**src/hdl/rsd_pkg.sv**
```systemverilog
// Shared types and constants for the record stream deframer.
`default_nettype none

package rsd_pkg;

   // Parse phases of the front end.
   localparam logic [1:0] PH_HEADER  = 2'd0;
   localparam logic [1:0] PH_CONTENT = 2'd1;
   localparam logic [1:0] PH_PADDING = 2'd2;

   // Header byte positions that carry fields we keep.
   localparam logic [2:0] HPOS_KIND   = 3'd1;
   localparam logic [2:0] HPOS_LEN_HI = 3'd4;
   localparam logic [2:0] HPOS_LEN_LO = 3'd5;
   localparam logic [2:0] HPOS_PAD    = 3'd6;
   localparam logic [2:0] HPOS_LAST   = 3'd7;

   // Record types.
   localparam logic [7:0] KIND_END_REQUEST = 8'd3;
   localparam logic [7:0] KIND_STDOUT      = 8'd6;

   // An end-request record always has this many body bytes.
   localparam logic [15:0] END_BODY_BYTES = 16'd8;

   // Result kinds.
   localparam logic RES_BYTE = 1'b0;
   localparam logic RES_END  = 1'b1;

   // Queue between the parser and the output stage.
   localparam int QUEUE_DEPTH = 4;
   localparam int QUEUE_AW    = $clog2(QUEUE_DEPTH);
   localparam int QUEUE_CW    = $clog2(QUEUE_DEPTH + 1);

   // One result item.
   typedef struct packed {
      logic       kind;
      logic [7:0] data;
      logic       last;
   } rsd_item_type;

   // Queue status seen by the parser and the output stage.
   typedef struct packed {
      logic full;
      logic empty;
   } rsd_qstat_type;

endpackage

`default_nettype wire

```
**src/hdl/rsd_front.sv**
```systemverilog
// Header parser: takes stream bytes and emits result items into the queue.
`default_nettype none

module rsd_front (
   input  wire                    clock,
   input  wire                    reset,
   input  wire                    byte_valid,
   input  wire [7:0]              byte_data,
   input  wire                    queue_full,
   output logic                   byte_ready,
   output logic                   push,
   output rsd_pkg::rsd_item_type  push_item
);
   import rsd_pkg::*;

   logic [1:0]  phase_ff,    phase_in;
   logic [2:0]  hpos_ff,     hpos_in;
   logic [7:0]  kind_ff,     kind_in;
   logic [7:0]  len_hi_ff,   len_hi_in;
   logic [15:0] content_ff,  content_in;
   logic [7:0]  padding_ff,  padding_in;

   logic        take;
   logic [15:0] content_dec;
   logic        content_done;
   logic [7:0]  padding_dec;
   logic [7:0]  kind_now;
   logic [15:0] content_now;
   logic [7:0]  padding_now;

   // A byte is taken whenever the queue has room for a possible result.
   assign byte_ready   = !queue_full;
   assign take         = byte_valid && byte_ready;
   assign content_dec  = content_ff - 16'd1;
   assign content_done = (content_dec == 16'd0);
   assign padding_dec  = padding_ff - 8'd1;

   // Next-state and result logic for one byte.
   always_comb begin
      phase_in   = phase_ff;
      hpos_in    = hpos_ff;
      kind_in    = kind_ff;
      len_hi_in  = len_hi_ff;
      content_in = content_ff;
      padding_in = padding_ff;
      push       = 1'b0;
      push_item  = '{kind: RES_BYTE, data: byte_data, last: content_done};
      kind_now    = kind_ff;
      content_now = content_ff;
      padding_now = padding_ff;

      case (phase_ff)
         PH_CONTENT: begin
            content_in = content_dec;
            if (kind_ff == KIND_STDOUT) begin
               push = take;
            end else if (kind_ff == KIND_END_REQUEST && content_done) begin
               push      = take;
               push_item = '{kind: RES_END, data: 8'd0, last: 1'b1};
            end
            if (content_done) begin
               phase_in = (padding_ff != 8'd0) ? PH_PADDING : PH_HEADER;
            end
         end
         PH_PADDING: begin
            padding_in = padding_dec;
            if (padding_dec == 8'd0) begin
               phase_in = PH_HEADER;
            end
         end
         default: begin
            // Header phase; the unused phase code behaves the same.
            phase_in = PH_HEADER;
            case (hpos_ff)
               HPOS_KIND:   kind_now = byte_data;
               HPOS_LEN_HI: len_hi_in = byte_data;
               HPOS_LEN_LO: content_now = {len_hi_ff, byte_data};
               HPOS_PAD:    padding_now = byte_data;
               default:     ;
            endcase
            kind_in    = kind_now;
            content_in = content_now;
            padding_in = padding_now;
            if (hpos_ff == HPOS_LAST) begin
               hpos_in = 3'd0;
               if (kind_now == KIND_END_REQUEST) begin
                  content_in = END_BODY_BYTES;
               end
               if (content_in != 16'd0) begin
                  phase_in = PH_CONTENT;
               end else begin
                  phase_in = (padding_now != 8'd0) ? PH_PADDING : PH_HEADER;
               end
            end else begin
               hpos_in = hpos_ff + 3'd1;
            end
         end
      endcase
   end

   // Parser state advances on each byte transfer.
   always_ff @(posedge clock) begin
      if (reset) begin
         phase_ff   <= PH_HEADER;
         hpos_ff    <= 3'd0;
         kind_ff    <= 8'd0;
         len_hi_ff  <= 8'd0;
         content_ff <= 16'd0;
         padding_ff <= 8'd0;
      end else if (take) begin
         phase_ff   <= phase_in;
         hpos_ff    <= hpos_in;
         kind_ff    <= kind_in;
         len_hi_ff  <= len_hi_in;
         content_ff <= content_in;
         padding_ff <= padding_in;
      end
   end

endmodule

`default_nettype wire

```
**src/hdl/rsd_queue.sv**
```systemverilog
// Small FIFO between the parser and the output stage.
`default_nettype none

module rsd_queue (
   input  wire                    clock,
   input  wire                    reset,
   input  wire                    push,
   input  rsd_pkg::rsd_item_type  push_item,
   input  wire                    pop,
   output rsd_pkg::rsd_item_type  pop_item,
   output rsd_pkg::rsd_qstat_type status
);
   import rsd_pkg::*;

   rsd_item_type        slots_ff [QUEUE_DEPTH];
   logic [QUEUE_AW-1:0] wr_ptr_ff, wr_ptr_in;
   logic [QUEUE_AW-1:0] rd_ptr_ff, rd_ptr_in;
   logic [QUEUE_CW-1:0] count_ff,  count_in;

   assign status.full  = (count_ff == QUEUE_CW'(QUEUE_DEPTH));
   assign status.empty = (count_ff == '0);
   assign pop_item     = slots_ff[rd_ptr_ff];

   // Pointer and fill count update.
   always_comb begin
      wr_ptr_in = push ? wr_ptr_ff + 1'b1 : wr_ptr_ff;
      rd_ptr_in = pop  ? rd_ptr_ff + 1'b1 : rd_ptr_ff;
      count_in  = count_ff;
      if (push && !pop) begin
         count_in = count_ff + 1'b1;
      end else if (pop && !push) begin
         count_in = count_ff - 1'b1;
      end
   end

   always_ff @(posedge clock) begin
      if (reset) begin
         wr_ptr_ff <= '0;
         rd_ptr_ff <= '0;
         count_ff  <= '0;
      end else begin
         wr_ptr_ff <= wr_ptr_in;
         rd_ptr_ff <= rd_ptr_in;
         count_ff  <= count_in;
      end
   end

   // Storage needs no reset.
   always_ff @(posedge clock) begin
      if (push) begin
         slots_ff[wr_ptr_ff] <= push_item;
      end
   end

   // The parser never pushes into a full queue.
   assert property (@(posedge clock) disable iff (reset) push |-> !status.full)
      else $error("push into full queue");

   // The output stage never pops an empty queue.
   assert property (@(posedge clock) disable iff (reset) pop |-> !status.empty)
      else $error("pop from empty queue");

   // The fill count stays within the depth.
   assert property (@(posedge clock) disable iff (reset)
      count_ff <= QUEUE_CW'(QUEUE_DEPTH))
      else $error("queue count out of range");

   // A lone pop lowers the count by one.
   assert property (@(posedge clock) disable iff (reset)
      (pop && !push) |=> (count_ff == $past(count_ff) - 1'b1))
      else $error("queue count did not follow a pop");

endmodule

`default_nettype wire

```
**src/hdl/rsd_back.sv**
```systemverilog
// Output stage: moves queued items into the result register.
`default_nettype none

module rsd_back (
   input  wire                    clock,
   input  wire                    reset,
   input  rsd_pkg::rsd_qstat_type status,
   input  rsd_pkg::rsd_item_type  pop_item,
   output logic                   pop,
   input  wire                    out_ready,
   output logic                   out_valid,
   output rsd_pkg::rsd_item_type  out_item
);
   import rsd_pkg::*;

   logic         valid_ff, valid_in;
   rsd_item_type item_ff;

   // Load a new item when the register is empty or being drained.
   assign pop       = !status.empty && (!valid_ff || out_ready);
   assign valid_in  = pop || (valid_ff && !out_ready);
   assign out_valid = valid_ff;
   assign out_item  = item_ff;

   always_ff @(posedge clock) begin
      if (reset) begin
         valid_ff <= 1'b0;
      end else begin
         valid_ff <= valid_in;
      end
   end

   always_ff @(posedge clock) begin
      if (pop) begin
         item_ff <= pop_item;
      end
   end

endmodule

`default_nettype wire

```
**src/hdl/record_stream_deframer.sv**
```systemverilog
// Top level of the record stream deframer: parser, queue and output stage.
//
// The req_ channel carries the response byte stream, one byte per transfer.
// The block splits it into records with an 8-byte header (version, type,
// request id, big-endian content length, padding length, reserved).
// STDOUT content bytes leave on the rsp_ channel with rsp_tuser low and
// rsp_tlast high on the final byte of the record. An END_REQUEST record
// consumes exactly 8 body bytes and gives one marker with rsp_tuser high,
// rsp_tdata zero and rsp_tlast high. All other content and all padding
// bytes are consumed silently.
// Throughput is one byte per cycle while the queue is not full. A result
// reaches rsp_ through a 4-entry queue, which the parser writes on the input
// transfer that caused it, and the output register, which loads from the queue.
// When the receiver stalls, results collect in the queue and in the output
// register; req_tready falls only once the queue is full.
// Reset clears the parser to the start of a header and empties the queue
// and output register.
`default_nettype none

module record_stream_deframer (
   input  wire        clock,
   input  wire        reset,
   input  wire        req_tvalid,
   output logic       req_tready,
   input  wire  [7:0] req_tdata,   // [7:0] stream_byte
   output logic       rsp_tvalid,
   input  wire        rsp_tready,
   output logic [7:0] rsp_tdata,   // [7:0] data_byte
   output logic       rsp_tuser,   // [0] result_kind
   output logic       rsp_tlast    // last_in_record
);
   import rsd_pkg::*;

   logic          push;
   logic          pop;
   rsd_item_type  push_item;
   rsd_item_type  pop_item;
   rsd_item_type  out_item;
   rsd_qstat_type qstat;

   rsd_front u_front (
      .clock      (clock),
      .reset      (reset),
      .byte_valid (req_tvalid),
      .byte_data  (req_tdata),
      .queue_full (qstat.full),
      .byte_ready (req_tready),
      .push       (push),
      .push_item  (push_item)
   );

   rsd_queue u_queue (
      .clock     (clock),
      .reset     (reset),
      .push      (push),
      .push_item (push_item),
      .pop       (pop),
      .pop_item  (pop_item),
      .status    (qstat)
   );

   rsd_back u_back (
      .clock     (clock),
      .reset     (reset),
      .status    (qstat),
      .pop_item  (pop_item),
      .pop       (pop),
      .out_ready (rsp_tready),
      .out_valid (rsp_tvalid),
      .out_item  (out_item)
   );

   assign rsp_tdata = out_item.data;
   assign rsp_tuser = out_item.kind;
   assign rsp_tlast = out_item.last;

endmodule

`default_nettype wire

```
**config.mk**
```make
export PLATFORM = sky130hd
export DESIGN_NAME = record_stream_deframer
export DESIGN_NICKNAME = d
export VERILOG_FILES = /design/src/hdl/rsd_pkg.sv /design/src/hdl/rsd_front.sv /design/src/hdl/rsd_queue.sv /design/src/hdl/rsd_back.sv /design/src/hdl/record_stream_deframer.sv
export SDC_FILE = /design/constraint.sdc
export NUM_CORES = 1
export LEC_CHECK = 0
export BUFFER_PORTS_ARGS = -buffer_cell sky130_fd_sc_hd__buf_2
export CAP_MARGIN = 5
export CORE_UTILIZATION = 61
export CTS_BUF_LIST = sky130_fd_sc_hd__clkbuf_16
export CTS_CLUSTER_SIZE = 12
export DETAILED_ROUTE_END_ITERATION = 10
export HOLD_SLACK_MARGIN = 0.1
export PLACE_DENSITY = 0.79
export SYNTH_ARGS = -nofsm -noshare
export SYNTH_HDL_FRONTEND = slang
export SYNTH_SLANG_ARGS = --single-unit
```
**constraint.sdc**
```tcl
create_clock -name clock -period 4.7 [get_ports clock]
set_input_delay 0.235 -clock clock [delete_from_list [all_inputs] [get_ports clock]]
set_output_delay 0.235 -clock clock [all_outputs]
set_load 0.005 [all_outputs]
```
* Yosys cells after proc, flatten, opt, wreduce, memory -nomap -nowiden
Memory sizes are Yosys's and may differ from the RTL's. A register that Yosys moved wholly into a read port is not among the register bits. Index checks and enable logic that the tools add are counted. W data, S select, Z words.
Storage, ports and cells: bits in registers 53, latch bits 0, bits in writable memories 40, memory bits (read-only) 0, input port bits 12, output and inout bits 12, logic and storage cells 90, memories 1
Operators by class: $add $sub $neg 7, multipliers 0, div/mod/pow operators 0, magnitude comparators 0, equality and inequality tests 13, shift-type cells 0, multiplexer cells 29, bitwise logic cells 3, reduce and logical (&&, ||, !) cells 27
Memories:
- u_queue.slots_ff | words 4, width 10, read ports 1, clocked after Yosys merged registers in 1, write ports 1, line rsd_queue.sv:15 | rsd_item_type slots_ff [QUEUE_DEPTH];
Operators with widths (count):
- $mux W16 | 5
- $mux W8 | 4
- $pmux W16 S2 | 1
- $mux W10 | 3
- $eq A8 B2 Y1 const B | 2
- $logic_not A16 Y1 | 1
- $pmux W8 S2 | 1
- $reduce_bool A16 Y1 | 1
- $reduce_bool A8 Y1 | 2
- $sub A16 B1 Y16 const B | 1
- $eq A3 B3 Y1 const B | 5
- $mux W2 | 6
- $mux W3 | 3
- $eq A8 B3 Y1 const B | 1
- $logic_not A8 Y1 | 1
- $sub A8 B1 Y8 const B | 1
- $add A3 B1 Y3 const B | 2
- $logic_and A1 B1 Y1 | 6
- $logic_not A1 Y1 | 6
- $reduce_and A2 Y1 | 3
- $reduce_and A3 Y1 | 2
- $mux W1 | 5
- $add A2 B1 Y2 const B | 2
- $ne A2 B1 Y1 const B | 2
- other kinds (10) | 13

* Longest topological paths before layout
word-level depth 11, depth in mapped cells 17, depth with buffers taken out 14

* Hierarchy
Synthesis repeated with hierarchy kept, for this count alone.
Unflattened totals: cell total of the unflattened synthesis 497, area, all modules 5230.0 µm²
Modules (own cells, without submodules):
- rsd_front | times used 1, cells each 387, area each 3001.6 µm², sequential area each 900.9 µm²
- rsd_queue | times used 1, cells each 96, area each 1871.8 µm², sequential area each 1381.3 µm²
- rsd_back | times used 1, cells each 14, area each 356.6 µm², sequential area each 320.3 µm²

* Worst setup path before layout
OpenSTA, ideal clock, no wires.
path type register to register, from register u_front.content_ff[0], to register u_queue.count_ff[2], arrival 3.693 ns, required time 4.629 ns, path slack 0.936 ns, stages on the path, launching flop included 18, cells stage by stage dfxtp_1 inv_1 ha_1 buf_2 or3b_1 clkbuf_1 o21ai_1 nor3b_2 nand4b_1 or4_1 buf_6 a21oi_4 ha_1 inv_1 fa_1 xor2_1 or3_1 a21oi_1
On the way: word-level cells in the longest chain between the ends 9, elaborated cells between the ends (all ways) 11
Ends and longest elaborated chain:
- start, declared | line rsd_front.sv:20 | logic [15:0] content_ff, content_in;
- start signal, assigned | line rsd_front.sv:115 | content_ff <= content_in;
- $sub A16 B1 Y16 (*) | line rsd_front.sv:34 | assign content_dec = content_ff - 16'd1;
- $logic_not A16 Y1 (*) | line rsd_front.sv:35 | assign content_done = (content_dec == 16'd0);
- $logic_and A1 B1 Y1 (*) | line rsd_front.sv:57 | end else if (kind_ff == KIND_END_REQUEST && content_done) begin
- $mux W1 (*) | line rsd_front.sv:57
- $mux W1 (*) | line rsd_front.sv:55 | if (kind_ff == KIND_STDOUT) begin
- $mux W1 (*) | line rsd_front.sv:52 | case (phase_ff)
- net push | line record_stream_deframer.sv:34 | logic push;
- $logic_not A1 Y1 | line rsd_queue.sv:31 | end else if (pop && !push) begin
- $logic_and A1 B1 Y1 | line rsd_queue.sv:31
- $reduce_bool A2 Y1 (no source line)
- end signal, assigned | line rsd_queue.sv:44 | count_ff <= count_in;
- end, declared | line rsd_queue.sv:18 | logic [QUEUE_CW-1:0] count_ff, count_in;
Mark *: on every way through the listed nets, which the timed path passes. The rest lies on a longest branch. A chain may end at the register's enable or synchronous reset.

* Worst setup path after layout
Ends and elaborated chain as after synthesis.

==> impl_metrics.yaml <==
run_status:
  status: "finished, final reports clean"
sta:
  clock_skew_ps: 9.464
  holdWs_ps: 162.6
  min_period_over_period_pct: 92.06
  final_period_minus_worst_setup_slack_ps: 4327
  max_freq_ghz: 0.2311
  totalNegativeSetupSlack_ps: 0
  finalSetupViolCount: 0
  slew_violations: 0
  setup_ws_ps: 373.0
  timing.max_slew.rel_slack_pct: 32.97
  grt_setup_unrepaired: "no"
  max_slew.worst_pin.slew_ps: 1002
  hold_violations: 0
clock_network:
  worstSkewPairLatency_ps: 350
  post_cts_resize_count: 0
  tritoncts: "built"
  htree_num_levels: 3
  hold_buffer_count_at_cts: 0
  cts_inserted_buffers: 9
  max-clock-path-buffers: 2
  postCtsSetupRepairBufs: 0
  clock-sinks: 103
  clk_transition_reported_paths_ps: 70
  cts_root_buf: "sky130_fd_sc_hd__clkbuf_16"
setup_path:
  timing.critical_path.from_type: "register"
  crit_required_ps: 4960
  timing.setup.critical_path_class: "reg -> reg"
  timing.critical_path.arrival_ps: 4590
  critical_path_peak_fanout: 10
  worst_setup_path_end_kind: "register"
worst_hold_path:
  holdCritPathClass: "in -> reg"
logic_synthesis:
  netlist-cell-type-count: 62
  synthesis.area_um2: 5194
  ys_ff_latch: 103
  ys_top_cells_by_area: "sky130_fd_sc_hd__edfxtp_1 (29%), sky130_fd_sc_hd__dfxtp_1 (20%), sky130_fd_sc_hd__mux2i_1 (4.4%)"
  dominantRegCellSynth: "sky130_fd_sc_hd__dfxtp_1"
  synthCells: 493
  synth_top_cell_area_share_pct: 28.91
  yosys.cell_count.top_type: "sky130_fd_sc_hd__nor2_1"
  synth.top_cells.by_count: "sky130_fd_sc_hd__nor2_1 (58), sky130_fd_sc_hd__dfxtp_1 (53), sky130_fd_sc_hd__edfxtp_1 (50)"
  postSynth.asyncResetShare_pct: 0
  synth-warning-count: 0
  synth-edff-count: 50
  post_synth_fa_ha_maj_area_fraction_pct: 4.481
  portion_of_the_post_synthesis_area_used_by_sequential_elements_pct: 49.34
  synth_compound_area_share_pct: 10.89
  syn_area_per_cell_um2: 10.53
  synth.mux.area_fraction_pct: 9.058
  synth_top_area_cell: "sky130_fd_sc_hd__edfxtp_1"
  synth_top_family_by_area: "simple AND/OR/NAND/NOR gates"
  synth_simple_gate_area_share_pct: 19.27
  synth_xor_xnor_area_share_pct: 2.867
  synth_nets: 523
routing:
  route.detailed.drc: 0
  dr_total_vias: 3878
  detailedRoute.firstPassIterationCount: 5
  drtIter0Drc: 213
  wire_per_inst_um: 18.73
  drt-total-wl_um: 11450
  antenna_violating_nets_post_route: 0
  vias_cell: 6.347
grt:
  via_count_of_the_first_global_routing_pass: 3753
  antenna_violations_before_repair: 0
  grt-ovfl-total: 0
  grt_first_pass_wirelength_um: 18620
  grt_util_all_layers_pct: 27.54
  grt_max_degree: 51
pwr:
  pwr_density_cell_nw_per_um2: 426.4
  lkg_pwr_nw: 2.143
  vdd_drop_max_uv: 185.4
placement:
  place.port_buffers: 23
  gp_routability_congestion: 0.9314
  place_ws_ps: 460.9
  dp_hpwl_um: 7854
layout:
  finalNetCount: 531
  flow.area_growth_from_synthesis_pct: 8.648
  drive_gt1_share_pct: 16.01
  final.fill_count: 599
  antenna_cells_inserted: 0
floorplan:
  die_height_um: 94.28
  die_area_um2: 8888
  boundary_pin_count: 24
  initial_core_utilization_pct: 63.21
  core_area_um2: 8217
  rows: 33
  die-width_um: 94.28
flow_run:
  cap_violations: 0
-- cell type report --
type | count | area (µm²) | share of cell area [%]
flip-flops and latches | 103 | 2562 | 45.41
multi-input cells | 343 | 2419 | 42.86
clock buffers | 9 | 225.2 | 3.991
repair buffers | 27 | 145.1 | 2.572
well taps | 105 | 131.4 | 2.328
clock inverters | 7 | 96.34 | 1.707
inverters | 17 | 63.81 | 1.131
-- cells by family (layout without fill, tap and decap cells) --
| kind of cell | count (synthesis) | after routing |
|---|---|---|
| multiplexers | 34 | 34 |
| flip-flops | 103 | 103 |
| XOR/XNOR | 17 | 17 |
| adder cells (fa/ha/maj) | 18 | 18 |
| AO/OA/AOI/OAI | 84 | 84 |
| buffers and inverters | 47 | 60 |
| AND/OR/NAND/NOR | 190 | 190 |
-- flip-flops by register name (all words and copies together), names as in the netlist --
signal	count
u_front.len_hi_ff	8
u_queue.wr_ptr_ff	2
u_queue.count_ff	3
u_back.out_item	10
u_front.content_ff	16
u_queue.slots_ff	40
u_front.phase_ff	2
u_queue.rd_ptr_ff	2
u_front.hpos_ff	3
u_front.padding_ff	8
u_front.kind_ff	8
u_back.out_valid	1
-- path summary, 6_finish.rpt --
kind	from	end	slack [ps]	depth (start not counted)
setup reg to reg	u_front.content_ff[0]$_SDFFE_PP0P_	u_queue.count_ff[2]$_SDFFE_PP0P_	370	14
setup / recovery	u_front.content_ff[0]$_SDFFE_PP0P_	u_queue.count_ff[2]$_SDFFE_PP0P_	370	14
hold reg to reg	u_back.out_valid$_SDFF_PP0_	u_back.out_valid$_SDFF_PP0_	480	2
hold / removal	rsp_tready	u_back.out_valid$_SDFF_PP0_	160	4
-- routing by layer --
metal  vias to the layer above  routed length [µm]  GRT usage (%)
li1                       1825                   -              -
met4                         0                 204          10.51
met3                        26                 697          5.097
met1                      1883                5024          36.35
met5                         -                   0              0
met2                       144                5521          44.75
-- power breakdown --
group	internal [mW]	switching [mW]	total, mW
Clock	0.470	0.334	0.803
Sequential	1.05	0.0793	1.12
Combinational	0.217	0.262	0.478
Total	1.73	0.675	2.41
-- worst max-delay path, stage by stage (launching register included) --
cell                      delay (ps)
sky130_fd_sc_hd__dfxtp_1         380
sky130_fd_sc_hd__inv_1           110
sky130_fd_sc_hd__ha_1            370
sky130_fd_sc_hd__or3b_1          500
sky130_fd_sc_hd__nor2_1          270
sky130_fd_sc_hd__nand2_1         110
sky130_fd_sc_hd__xnor2_1         190
sky130_fd_sc_hd__or4_1           690
sky130_fd_sc_hd__a21oi_4         330
sky130_fd_sc_hd__ha_1            230
sky130_fd_sc_hd__inv_1            60
sky130_fd_sc_hd__fa_1            380
sky130_fd_sc_hd__xor2_1          180
sky130_fd_sc_hd__or3_1           310
sky130_fd_sc_hd__a21oi_1         150
-- layout by cell type, fill, tap and decap left out, drive strengths merged, types with 6 or more instances in the layout --
cell	netlist	final
mux2i	23	23
clkbuf	19	9
a22oi	10	10
ha	17	17
mux4	10	10
dfxtp	53	53
buf	11	27
or2	6	6
edfxtp	50	50
or4	6	6
and2	14	14
nor3	28	28
xnor2	7	7
a21oi	26	26
nand2	28	28
xor2	10	10
nor2	58	58
o21ai	13	13
nor4	16	16
inv	16	19
o2bb2ai	7	7
-- through the flow --
stage,total power [mW],instances,instance area [µm²],utilization [%]
after CTS,2.409,611,5643,68.68
after detailed placement,1.618,595,5321,64.76
after global routing,2.528,611,5643,68.68
final,2.406,611,5643,68.68
after floorplan,1.461,493,5194,-
after global placement,1.603,595,5321,64.76
Power figures use the tool's default switching activity.
